File: config.mk
export PLATFORM = sky130hd
export DESIGN_NAME = base64_stream_decoder_top
export DESIGN_NICKNAME = d
export VERILOG_FILES = /design/src/sv/b64d_pkg.sv /design/src/sv/base64_stream_decoder_top.sv
export SDC_FILE = /design/constraint.sdc
export NUM_CORES = 1
export LEC_CHECK = 0
export BUFFER_PORTS_ARGS = -buffer_cell sky130_fd_sc_hd__buf_2
export CAP_MARGIN = 20
export CORE_MARGIN = 2
export CORE_UTILIZATION = 52
export CTS_CLUSTER_DIAMETER = 30
export DETAILED_ROUTE_END_ITERATION = 8
export PLACE_DENSITY_LB_ADDON = 0.25
export SYNTH_ARGS = -nofsm -noshare
export SYNTH_HDL_FRONTEND = slang
export SYNTH_SLANG_ARGS = --single-unit
File: constraint.sdc
create_clock -name aclk -period 2.7 [get_ports aclk]
set_clock_uncertainty 0.15 [all_clocks]
set_input_delay 0.27 -clock aclk [delete_from_list [all_inputs] [get_ports aclk]]
set_output_delay 0.27 -clock aclk [all_outputs]
set_load 0.03 [all_outputs]
File: src/sv/b64d_pkg.sv
// Shared types, constants and the character map for the streaming Base64 decoder.
// No dependencies; imported by base64_stream_decoder_top.
`default_nettype none

package b64d_pkg;

    // Padding character
    localparam logic [7:0] PAD_CHAR = 8'h3D;

    // Message status, one-hot
    typedef enum logic [2:0] {
        ST_RUNNING = 3'b001,
        ST_PADDED  = 3'b010,
        ST_FAILED  = 3'b100
    } msg_status_t;

    // Result of mapping one character
    typedef struct packed {
        logic       ok;
        logic [5:0] code;
    } char_map_t;

    // Map a character to its 6-bit code; bytes outside the alphabet are not ok
    function automatic char_map_t b64d_map(input logic [7:0] c);
        char_map_t r;
        r.ok   = 1'b1;
        r.code = 6'd0;
        if (c inside {[8'h41 : 8'h5A]}) begin
            r.code = 6'(c - 8'h41);
        end else if (c inside {[8'h61 : 8'h7A]}) begin
            r.code = 6'(c - 8'h61 + 8'd26);
        end else if (c inside {[8'h30 : 8'h39]}) begin
            r.code = 6'(c - 8'h30 + 8'd52);
        end else if (c == 8'h2B) begin
            r.code = 6'd62;
        end else if (c == 8'h2F) begin
            r.code = 6'd63;
        end else begin
            r.ok = 1'b0;
        end
        return r;
    endfunction

endpackage

`default_nettype wire

File: src/sv/base64_stream_decoder_top.sv
// Streaming Base64 decoder: one character word in, one result word out.
// Depends on b64d_pkg (status type, padding constant, character map).
//
// Takes one character per clock while the output side does not stall and
// returns one result word per character. Each character is first captured
// in an input register; the decode (character map, byte assembly from the
// previous code, group position and status update) sits between that
// register and the output register, so the sustained rate is one character
// per cycle while the output side keeps up. s_axis_tready follows
// m_axis_tready combinationally when both stages are full. A result with
// tuser bit 0 set carries a decoded byte; tlast marks the result of the last
// character of a message, with tuser bit 1 giving its status (1 = decoded
// correctly). Characters after padding or after an error are consumed and
// give empty results until the last character of the message.
`default_nettype none

module base64_stream_decoder_top (
    input  wire logic       aclk,
    input  wire logic       aresetn,
    // Input channel
    input  wire logic       s_axis_tvalid,
    output logic            s_axis_tready,
    input  wire logic [7:0] s_axis_tdata,   // [7:0] char_in
    input  wire logic       s_axis_tlast,   // last_char
    // Result channel
    output logic            m_axis_tvalid,
    input  wire logic       m_axis_tready,
    output logic [7:0]      m_axis_tdata,   // [7:0] out_byte
    output logic            m_axis_tlast,   // msg_done
    output logic [1:0]      m_axis_tuser    // [0] out_valid, [1] msg_ok
);
    import b64d_pkg::*;

    // Input stage
    logic        in_valid_reg;
    logic [7:0]  char_reg;
    logic        last_reg;

    // Decoder state
    logic [1:0]  phase_reg, phase_next;
    logic [5:0]  prev_reg, prev_next;
    msg_status_t status_reg, status_next;

    // Output stage
    logic        out_valid_reg;
    logic [7:0]  byte_reg, byte_next;
    logic        bvalid_reg, bvalid_next;
    logic        done_reg;
    logic        ok_reg, ok_next;

    logic        out_free;
    logic        fire;
    logic        in_accept;
    char_map_t   cmap;
    logic        running;

    // Handshake: the output stage frees when empty or taken
    assign out_free      = !out_valid_reg || m_axis_tready;
    assign fire          = in_valid_reg && out_free;
    assign s_axis_tready = !in_valid_reg || out_free;
    assign in_accept     = s_axis_tvalid && s_axis_tready;

    // Capture the incoming word
    always_ff @(posedge aclk) begin
        if (!aresetn) begin
            in_valid_reg <= 1'b0;
        end else if (s_axis_tready) begin
            in_valid_reg <= s_axis_tvalid;
        end
        if (in_accept) begin
            char_reg <= s_axis_tdata;
            last_reg <= s_axis_tlast;
        end
    end

    // Decode one character against the stored state
    assign cmap = b64d_map(char_reg);

    always_comb begin
        byte_next   = 8'd0;
        bvalid_next = 1'b0;
        ok_next     = 1'b0;
        phase_next  = phase_reg;
        prev_next   = prev_reg;
        status_next = status_reg;
        if (status_reg == ST_RUNNING) begin
            if (phase_reg[1] && char_reg == PAD_CHAR) begin
                status_next = ST_PADDED;
            end else if (!cmap.ok) begin
                status_next = ST_FAILED;
            end else begin
                case (phase_reg)
                    2'd1: begin
                        byte_next   = {prev_reg, cmap.code[5:4]};
                        bvalid_next = 1'b1;
                    end
                    2'd2: begin
                        byte_next   = {prev_reg[3:0], cmap.code[5:2]};
                        bvalid_next = 1'b1;
                    end
                    2'd3: begin
                        byte_next   = {prev_reg[1:0], cmap.code};
                        bvalid_next = 1'b1;
                    end
                    default: begin
                        bvalid_next = 1'b0;
                    end
                endcase
                prev_next  = cmap.code;
                phase_next = phase_reg + 2'd1;
            end
        end
        // Report status on the last word and start over
        if (last_reg) begin
            case (status_next)
                ST_RUNNING: ok_next = (phase_next != 2'd1);
                ST_PADDED:  ok_next = 1'b1;
                default:    ok_next = 1'b0;
            endcase
            phase_next  = 2'd0;
            prev_next   = 6'd0;
            status_next = ST_RUNNING;
        end
    end

    assign running = (status_reg == ST_RUNNING);

    // Advance decoder state when a word moves to the output stage
    always_ff @(posedge aclk) begin
        if (!aresetn) begin
            phase_reg  <= 2'd0;
            prev_reg   <= 6'd0;
            status_reg <= ST_RUNNING;
        end else if (fire) begin
            phase_reg  <= phase_next;
            prev_reg   <= prev_next;
            status_reg <= status_next;
        end
    end

    // Hold the result until taken
    always_ff @(posedge aclk) begin
        if (!aresetn) begin
            out_valid_reg <= 1'b0;
        end else if (fire) begin
            out_valid_reg <= 1'b1;
        end else if (m_axis_tready) begin
            out_valid_reg <= 1'b0;
        end
        if (fire) begin
            byte_reg   <= byte_next;
            bvalid_reg <= bvalid_next;
            done_reg   <= last_reg;
            ok_reg     <= ok_next;
        end
    end

    assign m_axis_tvalid = out_valid_reg;
    assign m_axis_tdata  = byte_reg;
    assign m_axis_tlast  = done_reg;
    assign m_axis_tuser  = {ok_reg, bvalid_reg};

    // Status is reported only on the last word of a message
    a_ok_only_on_last: assert property (@(posedge aclk) disable iff (!aresetn)
        m_axis_tvalid && m_axis_tuser[1] |-> m_axis_tlast)
        else $error("msg_ok set on a non-final result");

    // A word without a decoded byte carries a zero byte
    a_empty_byte_zero: assert property (@(posedge aclk) disable iff (!aresetn)
        m_axis_tvalid && !m_axis_tuser[0] |-> m_axis_tdata == 8'd0)
        else $error("nonzero byte on a result without data");

    // The last word of a message returns the decoder to its start state
    a_restart_after_last: assert property (@(posedge aclk) disable iff (!aresetn)
        fire && last_reg |=> phase_reg == 2'd0 && running)
        else $error("decoder state not cleared after last word");

    // Once ended or failed, the group position stays put until the last word
    a_hold_after_end: assert property (@(posedge aclk) disable iff (!aresetn)
        fire && !running && !last_reg |=> $stable(phase_reg) && !running)
        else $error("state moved after message end");

    // No byte comes out once the message has ended or failed
    a_no_byte_after_end: assert property (@(posedge aclk) disable iff (!aresetn)
        fire && !running |=> !bvalid_reg)
        else $error("byte emitted after message end");

endmodule

`default_nettype wire

==> metrics.txt, run 1 <==
status finished clean; Setup WS post-layout 0.108 ns; Syn Std Cell Area 1970 µm²; Site Rows 22; Leak 0.944 nW; Sequential cell area 861 µm²; DRT Wirelength 4590 µm; CP Capture Type flop; commonest non-fill, non-tap cell in the layout buf_2; Root Driver clkbuf_8; final period utilization 0.960; final hold vios 0; number of antenna cells inserted 0; unrepaired setup endpoints after global routing no; synthesized area per cell a little over 10 µm²; antenna violations before repair 0; worst-margin pin slew about 0.54 ns; die area between 4000 and 5000 µm²; Worst R2R Start char_reg[1]; final setup vio count 0; Max Cap Viol 0; Worst IR Drop VDD 0.318 mV; setup TNS 0 ns; clock sinks 33; CP startpoint kind flop; worst-path fanout max 6; Netlist cell types 50; Slew Viols, Final 0; worst endpoint required time 2.58 ns; CTS Buf Count 5; placed cells 276; EDFF count, synth 20; Clock Latency Late Sink 0.29 ns; Power, Total between 1 and 1.5 mW; setup bufs post-CTS 0; fin cells 285; total congestion overflow 0; Reg clk slew, reported paths 0.07 ns; type of the worst min-delay path in2reg; Total GRT Usage 0.233; DP Worst Slack 0.128 ns; ys async rst share 0; Starting DRT DRC Count 100; Port Buffers 25; Yosys warning count 0; die height 65.6 µm; worst hold slack 0.0100 ns; post-route cell area between 2000 and 2500 µm²; worst min-delay path startpoint s_axis_tdata[6]; critical path launch point char_reg[1]; Tmin final 2.59 ns; area of the multi-input gates 1060 µm²; core area 3660 µm²; largest net degree at the start of global routing 16; Pre-antenna DRT Iters 5; critical setup path kind reg2reg; Layout fillers 307; layout cells sized above 1 0.249; CTS tree done; DRC viols 0; CTS max path bufs 2; syn nets 222; vias in the first global route 1707; Mapped Cells 196; Core Util, Final 0.644; DP Wirelength 3480 µm; Rel. slew slack 0.640; via count 1709; drt via density 6.00; Die Wd approximately 66 µm; area grow syn2layout 19.5%; fin nets 262; GP Congestion 0.872; max frequency just under 400 MHz; WL per Instance around 16 µm; first-pass GRT wire length 7630 µm; DP Area 2220 µm²; Synth Register Bits 33; Seq/Total Area, Yosys 0.436; CTS H-tree lvls 2; Detail Route Antenna Nets 0; Starting Density 0.539; # IOs 26; ys flop type edfxtp_1; P per Cell Area 469 nW/µm²; commonest cells after routing, fill and taps aside buf_2 (25), edfxtp_1 (20), nand2_1 (16); CP Data Arrival Time 2.47 ns
## final cells by class
class                           instances  share of cell area
Inverter                               13              0.0207
Clock inverter                          3             0.00743
Tap cell                               48              0.0255
Timing Repair Buffer                   40               0.102
Clock buffer                            5              0.0292
Multi-Input combinational cell        143               0.450
Sequential cell                        33               0.365
## worst paths after layout
path	to	slack, ns	depth (start not counted)
worst min register to register	prev_reg[5]	0.32	1
worst min-delay path	char_reg[6]	0.01	1
worst max-delay path	m_axis_tdata[1]	0.11	9
worst max register to register	m_axis_tdata[1]	0.11	9
## worst max-delay path, stage by stage, from the launching register on
cell and delay [ns]:
edfxtp_1 0.40, inv_1 0.14, ha_1 0.29, nor2b_1 0.28, o2bb2ai_4 0.13, buf_4 0.17, and3_1 0.23, a221o_1 0.33
nand2_1 0.10, o211ai_1 0.11
## cell usage after synthesis (all sizes together), types with 3 or more instances
library cell / count / area (µm²)
o21ai: 4 / 20.0
clkbuf: 3 / 11.3
nand2: 16 / 60.1
a31oi: 7 / 43.8
a21o: 4 / 30.0
o2111ai: 3 / 26.3
a21oi: 8 / 40.0
nor2: 12 / 45.0
o2bb2ai: 5 / 50.0
o311ai: 3 / 26.3
ha: 13 / 163
nand3: 12 / 60.1
nor3b: 3 / 27.5
a22o: 3 / 26.3
o211ai: 6 / 45.0
and2: 4 / 25.0
edfxtp: 20 / 601
nand4: 3 / 18.8
dfxtp: 13 / 260
a22oi: 3 / 22.5
inv: 13 / 48.8
nor2b: 6 / 37.5
buf: 4 / 31.3
## kinds of logic after synthesis
| family | Yosys count | share of synthesized area |
|---|---|---|
| AO/OA/AOI/OAI | 57 | 0.219 |
| XOR/XNOR | 3 | 0.0133 |
| flip-flops | 33 | 0.436 |
| AND/OR/NAND/NOR | 69 | 0.197 |
| multiplexers | 1 | 0.00571 |
| adder cells (fa/ha/maj) | 13 | 0.0824 |
| buffers and inverters | 20 | 0.0463 |
## metal layers
metal / up-vias / global-route usage / part of all wire
met4: 0 / 0.102 / 0.024
met2: 74 / 0.393 / 0.49
met1: 799 / 0.291 / 0.42
met3: 11 / 0.0428 / 0.071
met5: - / 0 / 0
li1: 825 / - / -
## where the power goes
group / internal [mW] / total [mW] / leakage, nW / switching (mW)
sequential: 0.553 / 0.570 / 0.304 / 0.0161
clock: 0.178 / 0.360 / 0.0439 / 0.182
combinational: 0.0701 / 0.176 / 0.596 / 0.106
total: 0.801 / 1.11 / 0.944 / 0.304
## what timing repair did
item,CTS,global route
setup endpoints to repair,0,8
hold endpoints to repair,1,0
gates resized for setup,0,6
hold buffers,1,0
Note: power is estimated with default switching activity, not from simulation.
==> run 2, diff against run 1 <==
--- a/config.mk
+++ b/config.mk
@@ -5,10 +5,10 @@
 export SDC_FILE = /design/constraint.sdc
 export NUM_CORES = 1
 export LEC_CHECK = 0
+export ABC_AREA = 1
 export BUFFER_PORTS_ARGS = -buffer_cell sky130_fd_sc_hd__buf_2
 export CAP_MARGIN = 20
-export CORE_MARGIN = 2
-export CORE_UTILIZATION = 52
+export CORE_UTILIZATION = 53
 export CTS_CLUSTER_DIAMETER = 30
 export DETAILED_ROUTE_END_ITERATION = 8
 export PLACE_DENSITY_LB_ADDON = 0.25
==> run 2 against run 1 <==
- global-route usage fell by 0.45 points
- die area rose by 5.2%
- clock power decreased by 5%
- register-to-register slack gained 0.19 ns
- largest cell class unchanged
==> metrics.txt, run 2 <==
die area 4530 µm² (+5.2%); PostCTS Resize Cnt 0 (unchanged); Switch Pwr 330 µW (+8.6%); worst hold slack 0.0126 ns (+0.00261 ns); Root Driver clkbuf_8; Syn Std Cell Area 2260 µm² (+15%); Port Buffers 25 (unchanged); Pre-antenna DRT Iters 4 (-1); met3 GRT Util 0.0456 (+0.00280); ys async rst share 0 (unchanged); Die Wd 67.3 µm (+2.6%); routing usage on met1 0.288 (-0.00309); CTS H-tree lvls 2 (unchanged); commonest cells in the netlist nand2_1 (72), inv_1 (26), nand3_1 (26), edfxtp_1 (20), nor2_1 (17); clock sinks 33 (unchanged); Synth area leader edfxtp_1; most frequent cell after synthesis nand2_1; DP Wirelength 3520 µm (+1.4%); DRC viols 0 (unchanged); mux cell area share after synthesis 0 (-0.00571); fin nets 334 (+27%); Core Util, Final 0.621 (-0.0232); Clock Latency Late Sink 0.28 ns (about the same); largest net degree at the start of global routing 15 (-1); post-synthesis simple-gate area fraction 0.346 (+0.148); final hold vios 0 (unchanged); drt via density 5.14 (-14%); Synth Register Bits 33 (unchanged); largest family of logic cells by synthesized area simple AND/OR/NAND/NOR gates; EDFF count, synth 20 (unchanged); Detail Route Antenna Nets 0 (unchanged); syn nets 304 (+37%); core area 4060 µm² (+11%); Total GRT Usage 0.228 (-0.00455); final period utilization 0.889 (-0.0706); layout cells sized above 1 0.249 (about the same); DRT Wirelength 4460 µm (-2.8%); worst endpoint required time 2.67 ns (+0.09 ns); xor/xnor share of the synthesized area 0.0310 (+0.0177); max frequency 416 MHz (+7.9%); CP startpoint kind flop; area grow syn2layout 11.5%; commonest cells after routing, fill and taps aside nand2_1 (72), inv_1 (26), nand3_1 (26); placed cells 348 (+26%); CTS tree done; cell internal pwr 807 µW (+0.80%); Synth top area share 0.266 (-0.0386); Site Rows 23 (+4.5%); WL per Instance 12.4 µm (-23%); Slew Viols, Final 0 (unchanged); Yosys warning count 0 (unchanged); CP Data Arrival Time 2.37 ns (-0.10 ns); Clock power frac 0.300 (-0.026); Post-Synth Adder-Cell Area 0.0720 (-0.0105); Starting DRT DRC Count 120 (+20%); fin cells 359 (+26%); Leak 1.08 nW (+15%); CTS max path bufs 2 (unchanged); sequential share of power 0.503 (-0.012); vias in the first global route 1763 (+3.3%); first-pass GRT wire length 7680 µm (+0.63%); Reg clk slew, reported paths 0.06 ns (about the same); CTS Buf Count 5 (unchanged); Synth Area in Compound Gates 0.0975 (-0.121); synthesized area per cell 8.13 µm² (-19%); commonest non-fill, non-tap cell in the layout nand2_1; # IOs 26 (unchanged); GR peak layer met2; type of the worst min-delay path in2reg; number of antenna cells inserted 0 (unchanged); part of the power in combinational logic 0.197 (+0.038); CP Capture Type flop; worst-path fanout max 8 (+2); ys flop type edfxtp_1; Max Cap Viol 0 (unchanged); status finished clean; critical setup path kind reg2reg; met2 Resource Use GR 0.389 (-0.00411); Starting Density 0.557 (+0.0179); Worst IR Drop VDD 0.314 mV (-1.4%); switching share of power 0.290 (+0.0152); Mapped Cells 278 (+42%); final setup vio count 0 (unchanged); Rel. slew slack 0.602 (-0.0382); Netlist cell types 35 (-30%); GP Congestion 0.952 (+9.2%); total congestion overflow 0 (unchanged); antenna violations before repair 0 (unchanged); Area contributors post-synth edfxtp_1 (27%), nand2_1 (12%), dfxtp_1 (12%), ha_1 (7.2%), nand3_1 (5.8%); worst-margin pin slew 0.596 ns (+0.0575 ns); die height 67.3 µm (+2.6%); Seq/Total Area, Yosys 0.381 (-0.0553); Tmin final 2.40 ns (-0.191 ns); P per Cell Area 452 nW/µm² (-3.6%); via count 1844 (+7.9%)
## run 2: worst max-delay path, cell delays in order, from the launching register on
cell and delay (ns):
edfxtp_1 0.51, inv_1 0.20, ha_1 0.22, nand2_1 0.06, inv_1 0.08, nor2_1 0.04
nand2_1 0.10, nand2_1 0.08, nor2_4 0.18, nor2_4 0.08, nand2_4 0.10, nand2_8 0.08
nor2_4 0.10, inv_2 0.08, a31oi_1 0.17
## run 2: per-stage QoR
stage               setup slack [ns]  setup TNS, ns  area [µm²]  power, mW
global route                 -0.0123        -0.0123        2520       1.19
detailed placement             0.207              0        2410      0.803
CTS                            0.197              0        2490       1.15
floorplan                      0.516              0        2260      0.755
finish                         0.299              0        2520       1.14
global placement               0.199              0        2410      0.800
## run 2: final cells by class
cell class,instances,area [µm²]
flip-flops and latches,33,861
clock buffers,7,76.3
clock inverters,1,3.75
fillers,356,1540
inverters,31,116
multi-input cells,207,1230
well taps,50,62.6
repair buffers,30,165
## run 2: power groups by stage
stage	clock, mW	sequential, mW	combinational [mW]
after floorplan	0	0.587	0.168
after global placement	0	0.583	0.217
after detailed placement	0	0.584	0.219
after CTS	0.353	0.573	0.220
after global routing	0.368	0.575	0.251
final	0.341	0.572	0.225
## run 2: metal layers
layer,share of wire,vias to the layer above
li1,-,973
met1,0.46,824
met2,0.49,45
met5,0,-
met4,0.0054,0
met3,0.039,2
## run 2: what timing repair did
action	4_1_cts	5_1_grt
setup endpoints to repair	0	6
setup buffers	0	2
endpoints found under the hold margin	0	1
hold buffers	0	1
## run 2: final timing paths
check / slack [ns] / from / endpoint / depth (start not counted)
max reg2reg: 0.30 / char_reg[3] / m_axis_tdata[2] / 14
min: 0.01 / s_axis_tdata[5] / char_reg[5] / 1
max: 0.30 / char_reg[3] / m_axis_tdata[2] / 14
min reg2reg: 0.32 / prev_reg[4] / prev_reg[4] / 2
## run 2: cell families after synthesis
group,Yosys count
AO/OA/AOI/OAI,35
XOR/XNOR,8
adder cells (fa/ha/maj),13
buffers and inverters,38
flip-flops,33
AND/OR/NAND/NOR,151
==> run 3, diff against run 2 <==
--- a/config.mk
+++ b/config.mk
@@ -8,7 +8,7 @@
 export ABC_AREA = 1
 export BUFFER_PORTS_ARGS = -buffer_cell sky130_fd_sc_hd__buf_2
 export CAP_MARGIN = 20
-export CORE_UTILIZATION = 53
+export CORE_UTILIZATION = 40
 export CTS_CLUSTER_DIAMETER = 30
 export DETAILED_ROUTE_END_ITERATION = 8
 export PLACE_DENSITY_LB_ADDON = 0.25
==> run 3 against run 2 <==
- register-to-register slack about the same
- critical endpoint is now m_axis_tdata[1]
- fmax about the same
- total power up 3.1%
- sequential power about the same
- wire length up 6.6%
- die area up 31%
- count of clock-buffer cells in the layout down 2
- critical path type unchanged
- first-iteration DRC count down 18%
- final cell count up 7.0%
- global-route usage down 6.0 points
- setup slack better by 0.00054 ns
- cell area up 2.5%
==> metrics.txt, run 3 (synthesized netlist as in run 2, its figures left out) <==
Crit path buffers/inverters 2 (-1); DP Wirelength 3560 µm (+1.1%); die area 5950 µm² (+31%); CP Data Arrival Time 2.30 ns (-0.07 ns); layout cells sized above 1 0.256 (+0.00722); max frequency 417 MHz (about the same); # IOs 26 (unchanged); clock sinks 33 (unchanged); CTS Buf Count 5 (unchanged); hold path depth 1 (unchanged); Starting Density 0.413 (-0.144); final setup vio count 0 (unchanged); worst endpoint required time 2.60 ns (-0.07 ns); Total GRT Usage 0.168 (-0.0604); most frequent CP cell nand2_1; GP Congestion 0.890 (-6.5%); drt via density 4.90 (-4.5%); antenna violations before repair 0 (unchanged); total stage count of the critical path 15 (+1); Detail Route Antenna Nets 0 (unchanged); type of the worst min-delay path in2reg; final hold vios 0 (unchanged); Crit path max-delay family simple AND/OR/NAND/NOR gates; Clock Latency Late Sink 0.29 ns (about the same); Slew Viols, Final 0 (unchanged); Die Wd 77.2 µm (+15%); largest net degree at the start of global routing 15 (unchanged); commonest non-fill, non-tap cell in the layout nand2_1; Power, Total 1.17 mW (+3.1%); Tmin final 2.40 ns (-0.000541 ns); core area 5470 µm² (+35%); status finished clean; CTS H-tree lvls 2 (unchanged); Max Cap Viol 0 (unchanged); number of antenna cells inserted 0 (unchanged); die height 77.2 µm (+15%); crit-path cells inv_2 -> ha_1 -> nand2_1 -> nand2_1 -> nand3_1 -> nand3_1 -> nand2_1 -> nand2_2 -> inv_1 -> nand3_1 -> nand2_1 -> nand2_1 -> nand2_1 -> nor2_1 -> nor2_1; fin nets 337 (+0.90%); CP Capture Type flop; CTS max path bufs 2 (unchanged); first-pass GRT wire length 7910 µm (+3.0%); critical setup path kind reg2reg; setup TNS 0 ns (unchanged); Rel. slew slack 0.600 (-0.00235); Worst IR Drop VDD 0.370 mV (+18%); Leak 1.10 nW (+1.5%); P per Cell Area 454 nW/µm² (+0.54%); Port Buffers 25 (unchanged); final period utilization 0.889 (about the same); total congestion overflow 0 (unchanged); Reg clk slew, reported paths 0.08 ns (+0.02 ns); Root Driver clkbuf_8; Starting DRT DRC Count 98 (-18%); via count 1883 (+2.1%); DRC viols 0 (unchanged); CP startpoint kind flop; WL per Instance 12.4 µm (-0.37%); commonest cells after routing, fill and taps aside nand2_1 (72), inv_1 (26), nand3_1 (26); Layout fillers 543 (+53%); PostCTS Resize Cnt 0 (unchanged); unrepaired setup endpoints after global routing no; Crit path largest cell delay 0.45 ns (-0.06 ns); FF-to-FF path depth 15 (+1); worst-path fanout max 10 (+2); area grow syn2layout 14.3%; CTS tree done; Worst path slowest cell edfxtp_1; DRT Wirelength 4750 µm (+6.6%); Pre-antenna DRT Iters 5 (+1); vias in the first global route 1725 (-2.2%); Site Rows 27 (+17%); worst-margin pin slew 0.600 ns (+0.00352 ns)
==> run 3: path summary, 6_finish.rpt <==
path	endpoint	slack, ns	from
hold reg to reg	prev_reg[5]	0.32	prev_reg[5]
setup / recovery	m_axis_tdata[1]	0.30	char_reg[2]
hold / removal	char_reg[6]	0.008	s_axis_tdata[6]
setup reg to reg	m_axis_tdata[1]	0.30	char_reg[2]
==> run 3: routing by layer <==
metal	vias up	track usage	share of wire
li1	974	-	-
met2	48	0.273	0.47
met3	6	0.0345	0.041
met4	0	0.0528	0.014
met1	855	0.222	0.47
met5	-	0	0
==> run 3: area by class of cell <==
type	instances	area, µm²	share of cell area
timing repair buffer	33	195	0.0756
inverter	31	116	0.0451
sequential	33	861	0.333
clock inverter	3	17.5	0.00678
tap	72	90.1	0.0349
multi-input combinational	207	1230	0.478
clock buffer	5	68.8	0.0266
==> run 3: worst reg2reg max path: stages (launching register included) <==
cell,delay [ns]
edfxtp_1,0.45
inv_2,0.16
ha_1,0.30
nand2_1,0.08
nand2_1,0.08
nand3_1,0.07
nand3_1,0.07
nand2_1,0.07
nand2_2,0.19
inv_1,0.13
nand3_1,0.09
nand2_1,0.10
nand2_1,0.07
nand2_1,0.05
nor2_1,0.08
nor2_1,0.04
==> run 3: repair_timing <==
action | 4_1_cts | 5_1_grt
hold endpoints to repair | 2 | 2
endpoints found under the setup margin | 0 | 1
hold buffers | 2 | 2
buffers inserted | 0 | 2
==> run 3: where the power goes <==
group / total [mW] / switching (mW) / internal [mW] / leakage, nW
clock network: 0.372 / 0.194 / 0.178 / 0.0439
logic: 0.229 / 0.152 / 0.0769 / 0.748
registers: 0.572 / 0.0180 / 0.554 / 0.307
==> run 3: stage by stage <==
step	instance area (µm²)	instances	utilization	hold slack (ns)	setup slack, ns
6_report	2580	384	0.472	0.00833	0.299
5_1_grt	2580	384	0.472	0.00333	0.0394
4_1_cts	2550	380	0.465	0.00191	0.204
3_5_place_dp	2440	370	0.446	0.298	0.210
3_3_place_gp	2440	370	0.446	0.297	0.200
2_1_floorplan	2260	278	-	0.219	0.516
